===== config.mk =====
export PLATFORM = sky130hd
export DESIGN_NAME = imsd_queue
export DESIGN_NICKNAME = d
export VERILOG_FILES = /design/src/sv/imsd_pkg.sv /design/src/sv/imsd_queue.sv
export SDC_FILE = /design/constraint.sdc
export NUM_CORES = 1
export LEC_CHECK = 0
export BUFFER_PORTS_ARGS = -buffer_cell sky130_fd_sc_hd__buf_2
export CAP_MARGIN = 20
export CORE_AREA = 2 2 361 363
export DETAILED_ROUTE_END_ITERATION = 12
export DIE_AREA = 0 0 363 365
export PLACE_DENSITY = 0.7
export SYNTH_ARGS = -nofsm -noshare
export SYNTH_HDL_FRONTEND = slang
export SYNTH_SLANG_ARGS = --single-unit

===== constraint.sdc =====
create_clock -name clk -period 9.9 [get_ports clk]
set_input_delay 1.98 -clock clk [delete_from_list [all_inputs] [get_ports clk]]
set_output_delay 1.98 -clock clk [all_outputs]
set_load 0.02 [all_outputs]

===== src/sv/imsd_pkg.sv =====
// Shared types and constants for the ITCH message stream decoder.
// No dependencies.
package imsd_pkg;

  localparam int LOCATE_ENTRIES_DEF = 16384;
  localparam int BUF_BYTES = 44;
  localparam int BUF_W = BUF_BYTES * 8;
  localparam int QDEPTH = 4;
  localparam int WANTED_MAX = 4;

  localparam logic [7:0] T_R = 8'h52;
  localparam logic [7:0] T_S = 8'h53;
  localparam logic [7:0] T_H = 8'h48;
  localparam logic [7:0] T_A = 8'h41;
  localparam logic [7:0] T_F = 8'h46;
  localparam logic [7:0] T_P = 8'h50;
  localparam logic [7:0] T_Q = 8'h51;
  localparam logic [7:0] T_U = 8'h55;
  localparam logic [7:0] T_C = 8'h43;
  localparam logic [7:0] T_E = 8'h45;
  localparam logic [7:0] T_X = 8'h58;
  localparam logic [7:0] T_B = 8'h42;
  localparam logic [7:0] T_D = 8'h44;

  localparam logic [2:0] REG_EMIT_SYSTEM = 3'd0;
  localparam logic [2:0] REG_ROW_LIMIT = 3'd1;
  localparam logic [2:0] REG_WANTED_COUNT = 3'd2;
  localparam logic [2:0] REG_WANTED_0 = 3'd3;
  localparam logic [2:0] REG_WANTED_1 = 3'd4;
  localparam logic [2:0] REG_WANTED_2 = 3'd5;
  localparam logic [2:0] REG_WANTED_3 = 3'd6;

  typedef struct packed {
    logic [7:0] data_byte;
    logic       end_of_stream;
  } in_t;

  typedef struct packed {
    logic [31:0] row_seq;
    logic [7:0]  msg_type;
    logic [47:0] timestamp;
    logic [63:0] symbol;
    logic [63:0] order_id;
    logic [7:0]  indicator;
    logic [63:0] shares;
    logic [31:0] price;
    logic [63:0] repl_order_id;
    logic [63:0] match_id;
    logic [31:0] attribution;
    logic        status;
  } out_t;

  // One finished message; byte 0 sits in the top bits.
  typedef struct packed {
    logic             trunc;
    logic [BUF_W-1:0] bytes;
  } msg_t;

  typedef struct packed {
    logic        emit_system;
    logic [31:0] row_limit;
    logic [2:0]  wanted_count;
    logic [63:0] wanted_0;
    logic [63:0] wanted_1;
    logic [63:0] wanted_2;
    logic [63:0] wanted_3;
  } cfg_t;

  function automatic logic [7:0] be1(input logic [BUF_W-1:0] v, input int at);
    return v[BUF_W-8*(at+1) +: 8];
  endfunction

  function automatic logic [15:0] be2(input logic [BUF_W-1:0] v, input int at);
    return v[BUF_W-8*(at+2) +: 16];
  endfunction

  function automatic logic [31:0] be4(input logic [BUF_W-1:0] v, input int at);
    return v[BUF_W-8*(at+4) +: 32];
  endfunction

  function automatic logic [47:0] be6(input logic [BUF_W-1:0] v, input int at);
    return v[BUF_W-8*(at+6) +: 48];
  endfunction

  function automatic logic [63:0] be8(input logic [BUF_W-1:0] v, input int at);
    return v[BUF_W-8*(at+8) +: 64];
  endfunction

endpackage


===== src/sv/imsd_queue.sv =====
// Short message queue between the deframer and the decode back end.
// Depends on imsd_pkg.
module imsd_queue (
  input  logic           clk,
  input  logic           rst,
  input  logic           push,
  input  imsd_pkg::msg_t push_msg,
  input  logic           pop,
  output logic           head_valid,
  output imsd_pkg::msg_t head,
  output logic           full
);

  localparam int PW = $clog2(imsd_pkg::QDEPTH);
  localparam int CW = $clog2(imsd_pkg::QDEPTH + 1);

  imsd_pkg::msg_t mem [imsd_pkg::QDEPTH];
  logic [PW-1:0]  wr_ptr, rd_ptr;
  logic [CW-1:0]  count;

  assign head_valid = count != '0;
  assign full = count == CW'(imsd_pkg::QDEPTH);
  assign head = mem[rd_ptr];

  always_ff @(posedge clk) begin
    if (rst) begin
      wr_ptr <= '0;
      rd_ptr <= '0;
      count <= '0;
    end else begin
      if (push) wr_ptr <= (wr_ptr == PW'(imsd_pkg::QDEPTH - 1)) ? '0 : wr_ptr + PW'(1);
      if (pop) rd_ptr <= (rd_ptr == PW'(imsd_pkg::QDEPTH - 1)) ? '0 : rd_ptr + PW'(1);
      if (push && !pop) count <= count + CW'(1);
      else if (pop && !push) count <= count - CW'(1);
    end
  end

  always_ff @(posedge clk) begin
    if (push) mem[wr_ptr] <= push_msg;
  end

endmodule


* After elaboration in Yosys (flattened, before gate mapping)
Memories as Yosys holds them, arrays and structs flattened. A register that Yosys moved wholly into a read port is not among the register bits. Index checks and enable logic that the tools add are counted.
Cells by class: equal/unequal tests 3, muxes and demuxes 8, reductions and logical operators 6, add/subtract/negate cells 4
Operators by type and width (count):
- $mux W2 | 4
- $mux W3 | 2
- $add A2 B1 Y2 const B | 2
- $eq A2 B2 Y1 const B | 2
- $add A3 B1 Y3 const B | 1
- $eq A3 B3 Y1 const B | 1
- $reduce_bool A3 Y1 | 1
- $sub A3 B1 Y3 const B | 1
- $logic_and A1 B1 Y1 | 2
- $logic_not A1 Y1 | 2
- $mux W1 | 2
- $reduce_bool A2 Y1 | 1
Storage, ports and cells: bits in writable memories 1412, word-level logic and storage cells 25, bits in registers 7, memories 1, output and inout port bits 355, input bits 357
Memory list:
- mem | words 4, bits a word 353, rd ports 1, clocked after memory_dff 1, write ports 1, line imsd_queue.sv:17 | imsd_pkg::msg_t mem [imsd_pkg::QDEPTH];

* Depth between registers and ports, before layout
word-level depth 4, mapped depth 7, mapped depth without buffers 7

* Least setup slack after synthesis
No wires, ideal clock.
kind input to register, start point input push, end point memory mem[0][0] (netlist name), enable pin, data arrival time 9.928 ns, path slack -0.787 ns, buffers on the path 0, stages 1, data required time 9.141 ns, setup time 0.759 ns, cell sequence and2_1
Between the ends: cells in the longest elaborated chain, start to end 2
RTL lines:
- start, declared | line imsd_queue.sv:6 | input logic push,
- $mux W1 | line imsd_queue.sv:39 | if (push) mem[wr_ptr] <= push_msg;
- $mux W1 (not written as such) | line imsd_queue.sv:39
- end, declared | line imsd_queue.sv:17
Every way passes these cells.

==> impl_results.md <==
* Status: completed
* Clock Pin Slew Worst Setup and Hold Paths at 60 ps
* Hold violation count in the final report at 0
* CTS H-tree lvls at 4
* Top-level I/O count at 712
* Layout Cells excl Fill at 4,512
* Async S/R FF share, synth at 0
* Post-route core utilization at 0.477
* Cell with the largest stage delay on the worst path: dfxtp_4
* Final Critical Period at 5630 ps
* Final worst-path setup slack at 4270 ps
* Largest net degree at the start of global routing at 142
* Setup-failing EPs final at 0
* Worst setup timing slack at the placement stage at 4970 ps
* Max_cap viols at 0
* Placed Instance Area at 0.0568 mm^2
* Launching point of the worst reg2reg path: wr_ptr[0]$_SDFFE_PP0P_
* First-pass GRT wire length at 153,000 um
* Worst hold path class: register to register
* DIE HEIGHT at 365 um
* Post-route clock period utilization at 0.569
* Number of standard cells after synthesis at 1,887
* Post-synthesis cell type with the largest combined area: edfxtp_1
* Number of placed cells counting well taps at 4,220
* Number of pins with negative max-slew slack in the final report at 0
* Clock Root Buffer: clkbuf_16
* Post-route design area at 0.0614 mm^2
* Worst ir drop on vdd at 0.000193 V
* Maximum achievable frequency at 178 MHz
* Type of element launching the critical path: register
* Req. time, crit path at 7920 ps
* Clock Latency Late Sink at 770 ps
* Setup fix buffers added after clock tree synthesis at 0
* First-iteration detailed-routing DRC count at 1,817
* Power dissipated by switching net loads at 3.10 mW
* Power share of the clock group at 0.387
* DRT Pass-1 Iters at 7
* Number of library cell types mapped by synthesis at 19
* Kind of cell adding the most delay to the critical path: buffers and inverters
* Worst Tran Pin Value at 1150 ps
* Worst Path Class, Setup: register to output port
* XOR/XNOR share of the synthesized area at 0.000342
* Arrival @ worst endpoint at 3650 ps
* Endpoint class of the critical path: output port
* Sum of overflow across all layers after global routing at 0
* Resized Gates After CTS at 0
* Cell with the most instances after synthesis: edfxtp_1
* Final HPWL DP at 64,300 um
* Part of the Yosys area used for sequential elements at 0.832
* Drt wl/cell at 23.4 um
* Post-Synth Simple-Gate Area at 0.00154
* Syn_area_per_cell at 27.1 um^2
* Share of total power in combinational logic at 0.093
* Share of total power in sequential cells at 0.520
* Combinational family with the most area after synthesis: multiplexers
* Area of the die at 0.132 mm^2
* Top cells by area in the synthesized netlist: edfxtp_1, mux4_2, buf_2
* Ratio of cells with drive above 1 in the final layout at 0.462
* Clk sinks at 1,421
* RSZ-0062 raised after global routing: no
* Flops & latches, synth at 1,421
* Top post-synthesis cells by count: edfxtp_1, mux4_2, buf_2
* Final-layout setup total negative slack at 0 ps
* Cts-stage hold buffer count at 0
* Placeable core region at 0.129 mm^2
* Cell internal pwr at 10.3 mW
* Multiplexer share of the synthesized area at 0.156
* Vias in the first global route at 23,889
* Combined buffer and inverter count along the critical path at 3
* DIE WIDTH at 363 um
* Number of buffer cells added on primary ports at 711
* Synthesized area at 0.0512 mm^2
* Area share of the leading cell type in the synthesized netlist at 0.828
* Post-route DRC at 0
* Area fraction in compound gates after synthesis at 0.000293
* Ys Warns at 0
* Floorplan row count at 132
* Total CTS buffers at 146
* Startpoint of the lowest-slack hold path: count[2]$_SDFFE_PP0P_
* Antenna violations before repair at 54
* Via density per instance at 5.08
* List of cells traversed by the critical path: buf_12 -> buf_12 -> mux4_2 -> buf_2
* Leak at 20.3 nW
* Net total in the final layout at 3,057
* Number of synthesized flops with an enable pin at 1,412
* Buffers from clock root to sink, at most at 3
* Clock tree from TritonCTS: built
* Largest driver fanout on the critical path at 90
* Most common flop cell mapped by yosys: edfxtp_1
* Gpl congestion at 0.741
* Tot GR Track Use at 0.156
* ANT nets after route at 0
* Power per cell area at 218 mW/mm^2
* Net switching share of the total power at 0.231
* Wirelength, routed at 105,000 um
* Net count after synthesis at 2,251
* Largest stage delay, worst path at 700 ps
* Via total after detailed routing at 22,902
* Most repeated library cell on the critical path: buf_12
* Area delta synth->final at 20.0%
* Post-Route Skew at 13.5 ps
* Worst slew margin relative to its limit at 0.232
* Effective utilization at floorplan at 0.398
* Synthesized-area fraction occupied by adder cells at 0.00186
## power by group through the flow
stage                     Clock (mW)  Combinational (mW)  Sequential, mW
after global placement             0                1.25            7.09
after detailed placement           0                1.26            7.10
after CTS                       5.35                1.27            6.97
final                           5.20                1.24            6.97
after floorplan                    0               0.773            7.11
after global routing            5.57                1.32            6.99
## placed cells by master, fill, tap and decap left out, drive strengths merged
cell type,netlist,final
inv,4,18
or3,2,2
mux4,353,353
and2,4,4
nor3b,2,2
fa,1,1
a21oi,2,2
clkinv,0,55
bufinv,0,7
xor2,2,2
o21ai,1,1
edfxtp,1412,1412
ha,6,6
diode,0,31
dfxtp,9,9
buf,67,736
mux2i,4,4
clkinvlp,0,5
nor2,7,7
clkbuf,11,180
## path summary, 6_finish.rpt
kind | endpoint | slack, ps | cells past startpoint
worst max-delay path | head[317] | 4270 | 4
worst min-delay path | count[2]$_SDFFE_PP0P_ | 490 | 2
worst max register to register | mem[0][179]$_DFFE_PP_ | 6850 | 5
worst min register to register | count[2]$_SDFFE_PP0P_ | 490 | 2
## layer usage
metal	global-route usage	up-vias	part of all wire
li1	-	9915	-
met1	0.185	11899	0.37
met4	0.0737	42	0.037
met3	0.0593	255	0.088
met2	0.253	791	0.50
met5	0	-	0.0027
## tightest hold or removal path, delay by kind of cell, from the launching register on
| family | cells | cell delay (ps) |
|---|---|---|
| flops | 1 | 320 |
| compound gates | 2 | 130 |
## cell type report
type,count,area [um^2]
Inverter,4,15.0
Timing Repair Buffer,736,3910
Clock buffer,180,3780
Fill cell,10278,67200
Sequential cell,1421,42600
Clock inverter,81,749
Tap cell,1675,2100
Antenna cell,31,77.6
Multi-Input combinational cell,384,8210
## kinds of logic (layout without fill, tap and decap cells)
| kind of cell | after synthesis | after routing |
|---|---|---|
| compound gates | 3 | 3 |
| xor+xnor | 2 | 2 |
| fa+ha+maj | 7 | 7 |
| buf+inv | 82 | 1001 |
| flops | 1421 | 1421 |
| mux | 357 | 357 |
| other cells | 0 | 31 |
| simple gates | 15 | 15 |
## per-stage QoR
step | total power, mW | hold slack [ps]
global route | 13.9 | 542
global placement | 8.34 | 475
CTS | 13.6 | 492
detailed placement | 8.36 | 484
floorplan | 7.88 | 455
finish | 13.4 | 489
## sequential cells by signal, indices dropped and copies added (netlist names), named ones only
name and flops:
count 3, rd_ptr 2, mem 1412, wr_ptr 2
Note: power is estimated with default switching activity, not from simulation.
