### config.mk
export PLATFORM = sky130hd
export DESIGN_NAME = imsd_framer
export DESIGN_NICKNAME = d
export VERILOG_FILES = /design/src/sv/imsd_pkg.sv /design/src/sv/imsd_framer.sv
export SDC_FILE = /design/constraint.sdc
export NUM_CORES = 1
export LEC_CHECK = 0
export ABC_AREA = 1
export BUFFER_PORTS_ARGS = -buffer_cell sky130_fd_sc_hd__buf_4
export CORE_MARGIN = 4
export CORE_UTILIZATION = 50
export CTS_CLUSTER_SIZE = 10
export DETAILED_ROUTE_END_ITERATION = 16
export PLACE_DENSITY = 0.73
export SYNTH_ARGS = -nofsm -noshare
export SYNTH_HDL_FRONTEND = slang
export SYNTH_SLANG_ARGS = --single-unit
### constraint.sdc
create_clock -name clk -period 5.6 [get_ports clk]
set_input_delay 0.84 -clock clk [delete_from_list [all_inputs] [get_ports clk]]
set_output_delay 0.84 -clock clk [all_outputs]
set_load 0.03 [all_outputs]
### src/sv/imsd_pkg.sv
// Shared types and constants for the ITCH message stream decoder.
// No dependencies.
package imsd_pkg;

  localparam int LOCATE_ENTRIES_DEF = 16384;
  localparam int BUF_BYTES = 44;
  localparam int BUF_W = BUF_BYTES * 8;
  localparam int QDEPTH = 4;
  localparam int WANTED_MAX = 4;

  localparam logic [7:0] T_R = 8'h52;
  localparam logic [7:0] T_S = 8'h53;
  localparam logic [7:0] T_H = 8'h48;
  localparam logic [7:0] T_A = 8'h41;
  localparam logic [7:0] T_F = 8'h46;
  localparam logic [7:0] T_P = 8'h50;
  localparam logic [7:0] T_Q = 8'h51;
  localparam logic [7:0] T_U = 8'h55;
  localparam logic [7:0] T_C = 8'h43;
  localparam logic [7:0] T_E = 8'h45;
  localparam logic [7:0] T_X = 8'h58;
  localparam logic [7:0] T_B = 8'h42;
  localparam logic [7:0] T_D = 8'h44;

  localparam logic [2:0] REG_EMIT_SYSTEM = 3'd0;
  localparam logic [2:0] REG_ROW_LIMIT = 3'd1;
  localparam logic [2:0] REG_WANTED_COUNT = 3'd2;
  localparam logic [2:0] REG_WANTED_0 = 3'd3;
  localparam logic [2:0] REG_WANTED_1 = 3'd4;
  localparam logic [2:0] REG_WANTED_2 = 3'd5;
  localparam logic [2:0] REG_WANTED_3 = 3'd6;

  typedef struct packed {
    logic [7:0] data_byte;
    logic       end_of_stream;
  } in_t;

  typedef struct packed {
    logic [31:0] row_seq;
    logic [7:0]  msg_type;
    logic [47:0] timestamp;
    logic [63:0] symbol;
    logic [63:0] order_id;
    logic [7:0]  indicator;
    logic [63:0] shares;
    logic [31:0] price;
    logic [63:0] repl_order_id;
    logic [63:0] match_id;
    logic [31:0] attribution;
    logic        status;
  } out_t;

  // One finished message; byte 0 sits in the top bits.
  typedef struct packed {
    logic             trunc;
    logic [BUF_W-1:0] bytes;
  } msg_t;

  typedef struct packed {
    logic        emit_system;
    logic [31:0] row_limit;
    logic [2:0]  wanted_count;
    logic [63:0] wanted_0;
    logic [63:0] wanted_1;
    logic [63:0] wanted_2;
    logic [63:0] wanted_3;
  } cfg_t;

  function automatic logic [7:0] be1(input logic [BUF_W-1:0] v, input int at);
    return v[BUF_W-8*(at+1) +: 8];
  endfunction

  function automatic logic [15:0] be2(input logic [BUF_W-1:0] v, input int at);
    return v[BUF_W-8*(at+2) +: 16];
  endfunction

  function automatic logic [31:0] be4(input logic [BUF_W-1:0] v, input int at);
    return v[BUF_W-8*(at+4) +: 32];
  endfunction

  function automatic logic [47:0] be6(input logic [BUF_W-1:0] v, input int at);
    return v[BUF_W-8*(at+6) +: 48];
  endfunction

  function automatic logic [63:0] be8(input logic [BUF_W-1:0] v, input int at);
    return v[BUF_W-8*(at+8) +: 64];
  endfunction

endpackage

### src/sv/imsd_framer.sv
// Front end: length-prefix deframer and message byte capture.
// Depends on imsd_pkg.
module imsd_framer (
  input  logic                clk,
  input  logic                rst,
  input  logic                accept,
  input  imsd_pkg::in_t       in_data,
  output logic                push,
  output imsd_pkg::msg_t      push_msg
);

  localparam int BIW = $clog2(imsd_pkg::BUF_BYTES);

  typedef enum logic [3:0] {
    PH_LEN_HI = 4'b0001,
    PH_LEN_LO = 4'b0010,
    PH_BODY   = 4'b0100,
    PH_STOP   = 4'b1000
  } phase_t;

  phase_t      phase, phase_next;
  logic [15:0] msg_length, msg_length_next;
  logic [15:0] byte_count, byte_count_next;
  logic [15:0] cnt_inc;
  logic [7:0]  mbuf [imsd_pkg::BUF_BYTES];
  logic [7:0]  mbuf_next [imsd_pkg::BUF_BYTES];
  logic [7:0]  b;

  assign b = in_data.data_byte;
  assign cnt_inc = byte_count + 16'd1;

  always_comb begin
    phase_next = phase;
    msg_length_next = msg_length;
    byte_count_next = byte_count;
    mbuf_next = mbuf;
    push = 1'b0;
    push_msg.trunc = 1'b0;
    if (accept) begin
      unique case (phase)
        PH_LEN_HI: begin
          msg_length_next = {b, 8'h00};
          phase_next = PH_LEN_LO;
        end
        PH_LEN_LO: begin
          msg_length_next = {msg_length[15:8], b};
          byte_count_next = 16'd0;
          for (int k = 0; k < imsd_pkg::BUF_BYTES; k++) mbuf_next[k] = 8'h00;
          phase_next = ({msg_length[15:8], b} == 16'd0) ? PH_STOP : PH_BODY;
        end
        PH_BODY: begin
          if (byte_count < 16'(imsd_pkg::BUF_BYTES)) mbuf_next[byte_count[BIW-1:0]] = b;
          byte_count_next = cnt_inc;
          if (cnt_inc == msg_length) begin
            phase_next = PH_LEN_HI;
            push = 1'b1;
          end
        end
        PH_STOP: begin
          phase_next = PH_STOP;
        end
        default: phase_next = PH_STOP;
      endcase
      if (in_data.end_of_stream && phase != PH_STOP) begin
        if (phase_next == PH_BODY) begin
          push = 1'b1;
          push_msg.trunc = 1'b1;
        end
        phase_next = PH_STOP;
      end
    end
    for (int k = 0; k < imsd_pkg::BUF_BYTES; k++) begin
      push_msg.bytes[(imsd_pkg::BUF_BYTES-1-k)*8 +: 8] = mbuf_next[k];
    end
  end

  always_ff @(posedge clk) begin
    if (rst) begin
      phase <= PH_LEN_HI;
      msg_length <= 16'd0;
      byte_count <= 16'd0;
    end else begin
      phase <= phase_next;
      msg_length <= msg_length_next;
      byte_count <= byte_count_next;
    end
  end

  always_ff @(posedge clk) begin
    mbuf <= mbuf_next;
  end

endmodule

After elaboration in Yosys (flattened, before gate mapping)
Index checks and enable logic that the tools add are counted.

Add/subtract/negate cells: 1. $lt $le $gt $ge: 3. Equal/unequal tests: 6. Mux-type cells: 21. Bitwise logic cells: 2. Reductions and logical operators: 8.

Operators by type and width (count): 352-bit 2-to-1 mux (2); 352-bit one-hot mux with 2 select lines (1); 352-bit bitwise mux (1); 16-bit one-hot mux with 2 select lines (2); 8-bit demux with 6-bit select (1); 16-bit by 1-bit adder with 16-bit output (second input constant) (1); 16-bit == test (1); 16-bit zero test (1); 16-bit by 6-bit < comparator with 1-bit output (second input constant) (1); 4-bit 2-to-1 mux (4); 4-bit one-hot mux with 3 select lines (1); 4-bit by 3-bit == test with 1-bit output (second input constant) (2); 1-bit 2-to-1 mux (8); 8-bit 2-to-1 mux (1); 7-bit >= comparator (second input constant) (1); 7-bit by 1-bit < comparator with 1-bit output (second input constant) (1); 6-bit NOT with 7-bit output (1); 4-bit by 1-bit == test with 1-bit output (second input constant) (1); 4-bit by 2-bit == test with 1-bit output (second input constant) (1); 4-bit inequality test (second input constant) (1); 2-bit AND reduction (2); 2-bit nonzero test (2); 3-bit AND reduction (1); 1-bit logical AND (2); 1-bit NOT (1).

Bits in registers: 388. Input bits: 12. Output and inout bits: 354. Word-level logic and storage cells: 89.

Longest topological paths before layout
Depth in word-level cells: 9. Depth in mapped cells: 16. Depth with buffers taken out: 15.

Worst setup path after synthesis
Ideal clock, no wire load.

Kind: input to output. Start point: input accept. End point: output push_msg[105] in the netlist's numbering. Arrival: 2.551 ns. Required time: 4.760 ns. Setup slack: 2.209 ns. Cell stages on the path: 6. Buffers on the path: 2. Cell sequence: inv_2 nor2_4 buf_6 inv_2 buf_6 o41ai_1.

RTL lines: from (decl) (line imsd_framer.sv:6) `input logic accept,`; to (decl) (line imsd_framer.sv:9) `output imsd_pkg::msg_t push_msg`.

==> flow_summary_export.csv <==
group,metric,value,unit
setup_path,crit_required,4.76,ns
floorplan,start_util,0.507,
cts,h-tree-depth,2,
place,io_buffers,365,
setup_path,worstPathMaxFanout,31,
detailed_routing,wl_per_cell,19.6,um
setup_path,crit_path_top_delay_cell,"nor4_4",
cts,cts_buffers,45,
setup_path,crit_chain,"nor4_4 > nor2_4 > nor2_4 > clkinv_2 > buf_4 > a21oi_2 > o22ai_1 > buf_4",
cells_and_area,layout-drive-gt1-share,0.220,
timing,finalClockSkew,0.0108,ns
detailed_routing,vias_per_cell,5.48,
setup_path,worst_setup_path_end_kind,"primary output",
cts,max-clock-path-buffers,3,
synth,synth-edff-count,0,
synth,syn_avg_cell_area,7.81,um2
cells_and_area,fin_nets,2333,
place,gp_congestion,0.913,
hold_path,hold_path_class,"reg2reg",
setup_path,path_class,"reg2out",
synth,synth_fp_nets,1998,
cts,clkTransAtPathRegs,0.06,ns
floorplan,fp.dieW,184,um
detailed_routing,m1WireLength,21300,um
global_route,grt_overflow,0,
synth,yosys_warnings,0,
detailed_routing,via_count,14936,
cts,cts_setup_buffers,0,
timing,setup_tns,0,ns
global_route,grt_antenna_before_repair,0,
synth,synth.cell_area,15500,um2
setup_path,worstRegToRegCells,7,
floorplan,die-area,33900,um2
setup_path,crit_start,"phase[0]$_SDFFE_PP1P_",
power_and_ir_drop,swShare,0.319,
power_and_ir_drop,power_per_cell_area,384,nW/um2
setup_path,max_stage_delay,0.51,ns
synth,syn_inst,1985,
detailed_routing,top_layer_used,"met4",
cells_and_area,regArea,7770,um2
power_and_ir_drop,cell_internal_pwr,5.14,mW
timing,setup_viol,0,
cts,clock_latency,0.55,ns
floorplan,core,30600,um2
setup_path,worst_setup_path_start_kind,"flip-flop",
global_route,grt_max_degree,101,
job,maxCapViolations,0,
cts,cts_hold_buf,0,
hold_path,hold_depth,2,
synth,synthMuxAreaShare,0,
place,place.detailed.hpwl,36200,um
cts,cts_tree,"built",
cells_and_area,final_area,19600,um2
synth,synth.area.top_cells,"dfxtp_1 50%, o22ai_1 8.3%, o21ai_0 7.6%",
synth,async_flop_share,0,
detailed_routing,wirelength,53300,um
status,status,"complete, no violations",
setup_path,reg2reg_from,"phase[0]$_SDFFE_PP1P_",
synth,synth_top_family_by_area,"compound AO/OA/AOI/OAI gates",
cells_and_area,area_growth,26.8,%
floorplan,io_pins,366,
power_and_ir_drop,p_sw,2.41,mW
timing,fin_crit,4.41,ns
timing,slew_headroom,0.249,
synth,yosysSeqAreaShare,0.501,
setup_path,crit_buf_inv,3,
detailed_routing,drc,0,
synth,synth_xor_area_frac,0.00428,
setup_path,worstPathArrival,3.57,ns
cts,clock_tree.root_cell,"clkbuf_16",
timing,hold_ws,0.471,ns
detailed_routing,first_iter_violations,1111,
place,placed_area,18400,um2
synth,synth_compound_gate_area_share,0.217,
synth,synth_cell_types,41,
power_and_ir_drop,pwr-share-seq,0.421,
synth,yosysTopAreaCell,"dfxtp_1",
synth,synth-main-ff-cell,"dfxtp_1",
detailed_routing,drt_pass1_iterations,5,
detailed_routing,wl_met2,25400,um
timing,layout_worst_path_cycle_share,0.787,
global_route,grt_pass1_vias,14457,
synth,synth_fa_ha_area_frac,0.000807,
timing,tightest_slew,1.13,ns
power_and_ir_drop,p_comb_frac,0.236,
timing,finalHoldViolCount,0,
cells_and_area,multi_input_area,6020,um2
synth,yosys.area.top_type_share,0.501,
global_route,grt_pass1_wl,81000,um
power_and_ir_drop,ir_drop,0.322,mV
hold_path,hp-start,"mbuf[91]$_DFF_P_",
timing,maxSlewViolCount,0,
setup_path,critPathTopFamily,"buffers and inverters",
power_and_ir_drop,pwr-share-clk,0.343,
detailed_routing,met3WireLength,3960,um
timing,fmax,0.227,GHz
timing,rsz0062_at_grt,"false",
global_route,grt_usage,0.298,
detailed_routing,ant_nets,0,
floorplan,row_count,64,
floorplan,chipHeight,184,um
cts,cts.sinks,388,
synth,synthSimpleGateAreaFrac,0.166,
setup_path,cp_num_cells,8,
cts,cts_resized,0,
synth,yosys_register_bits,388,
power_and_ir_drop,p_leak,9.15,nW
cells_and_area,diodes,0,
cells_and_area,nFillCells,2664,
final cells by class:
cell class / instances / share of cell area
multi-input combinational: 1170 / 0.307
inverter: 332 / 0.0635
clock buffer: 50 / 0.0583
timing repair buffer: 383 / 0.147
sequential: 388 / 0.395
tap: 396 / 0.0252
clock inverter: 5 / 0.00369
per-stage QoR:
| stage | utilization | power (mW) | setup slack [ns] | std cells |
|---|---|---|---|---|
| 2_1_floorplan | - | 4.30 | 2.21 | 1985 |
| 3_3_place_gp | 0.602 | 4.97 | 1.57 | 2669 |
| 3_5_place_dp | 0.602 | 5.00 | 1.51 | 2669 |
| 4_1_cts | 0.642 | 7.57 | 1.22 | 2724 |
| 5_1_grt | 0.642 | 7.81 | 0.949 | 2724 |
| 6_report | 0.642 | 7.55 | 1.19 | 2724 |
worst paths after layout:
path | endpoint | slack, ns
worst max register to register | mbuf[194]$_DFF_P_ | 2.64
worst min-delay path | mbuf[91]$_DFF_P_ | 0.47
worst min register to register | mbuf[91]$_DFF_P_ | 0.47
worst max-delay path | push_msg[194] | 1.19
state kept, by name, summed over array words and instances (netlist names):
signal      flops
byte_count     16
mbuf          352
msg_length     16
phase           4
cells in the final DEF (no fill, tap or decap), drive strengths merged:
| cell type | n |
|---|---|
| and2 | 1 |
| clkinv | 3 |
| nand4 | 11 |
| nand3 | 59 |
| o221ai | 1 |
| dfxtp | 388 |
| o22ai | 206 |
| o31ai | 1 |
| nor4 | 6 |
| a32o | 1 |
| o41ai | 3 |
| o211ai | 1 |
| a211oi | 3 |
| clkbuf | 50 |
| buf | 383 |
| inv | 333 |
| nand2 | 284 |
| o21ai | 282 |
| xnor3 | 1 |
| xor2 | 4 |
| xnor2 | 1 |
| o32ai | 1 |
| nor3 | 24 |
| a31oi | 1 |
| nor2 | 205 |
| ha | 1 |
| bufinv | 1 |
| a21oi | 73 |
cells in the mapped netlist (all sizes together), types with 3 or more instances:
cell type / instances
clkbuf: 63
o21ai: 282
xor2: 4
nor2: 205
nand3: 59
o41ai: 3
o22ai: 206
nand2: 284
a211oi: 3
nor3: 24
dfxtp: 388
nor4: 6
buf: 32
nand4: 11
a21oi: 73
inv: 331
cells by family after synthesis:
| family | after synthesis |
|---|---|
| adder cells (fa/ha/maj) | 1 |
| flip-flops | 388 |
| buffers and inverters | 427 |
| XOR/XNOR | 6 |
| AO/OA/AOI/OAI | 573 |
| AND/OR/NAND/NOR | 590 |
worst min-delay path: stages, from the launching register on:
cell     delay, ns
dfxtp_1       0.29
inv_1         0.04
o22ai_1       0.08
power groups by stage:
| stage | combinational [mW] | sequential, mW | clock [mW] |
|---|---|---|---|
| final | 1.79 | 3.17 | 2.59 |
| after global routing | 1.88 | 3.20 | 2.73 |
| after CTS | 1.78 | 3.17 | 2.62 |
| after detailed placement | 1.76 | 3.23 | 0 |
| after global placement | 1.75 | 3.22 | 0 |
| after floorplan | 1.09 | 3.21 | 0 |
metal layers:
layer | global-route usage | vias to the layer above
met4 | 0.135 | 0
met1 | 0.374 | 6993
met5 | 0 | -
met2 | 0.498 | 621
met3 | 0.0586 | 148
li1 | - | 7174
Power figures use the tool's default switching activity.
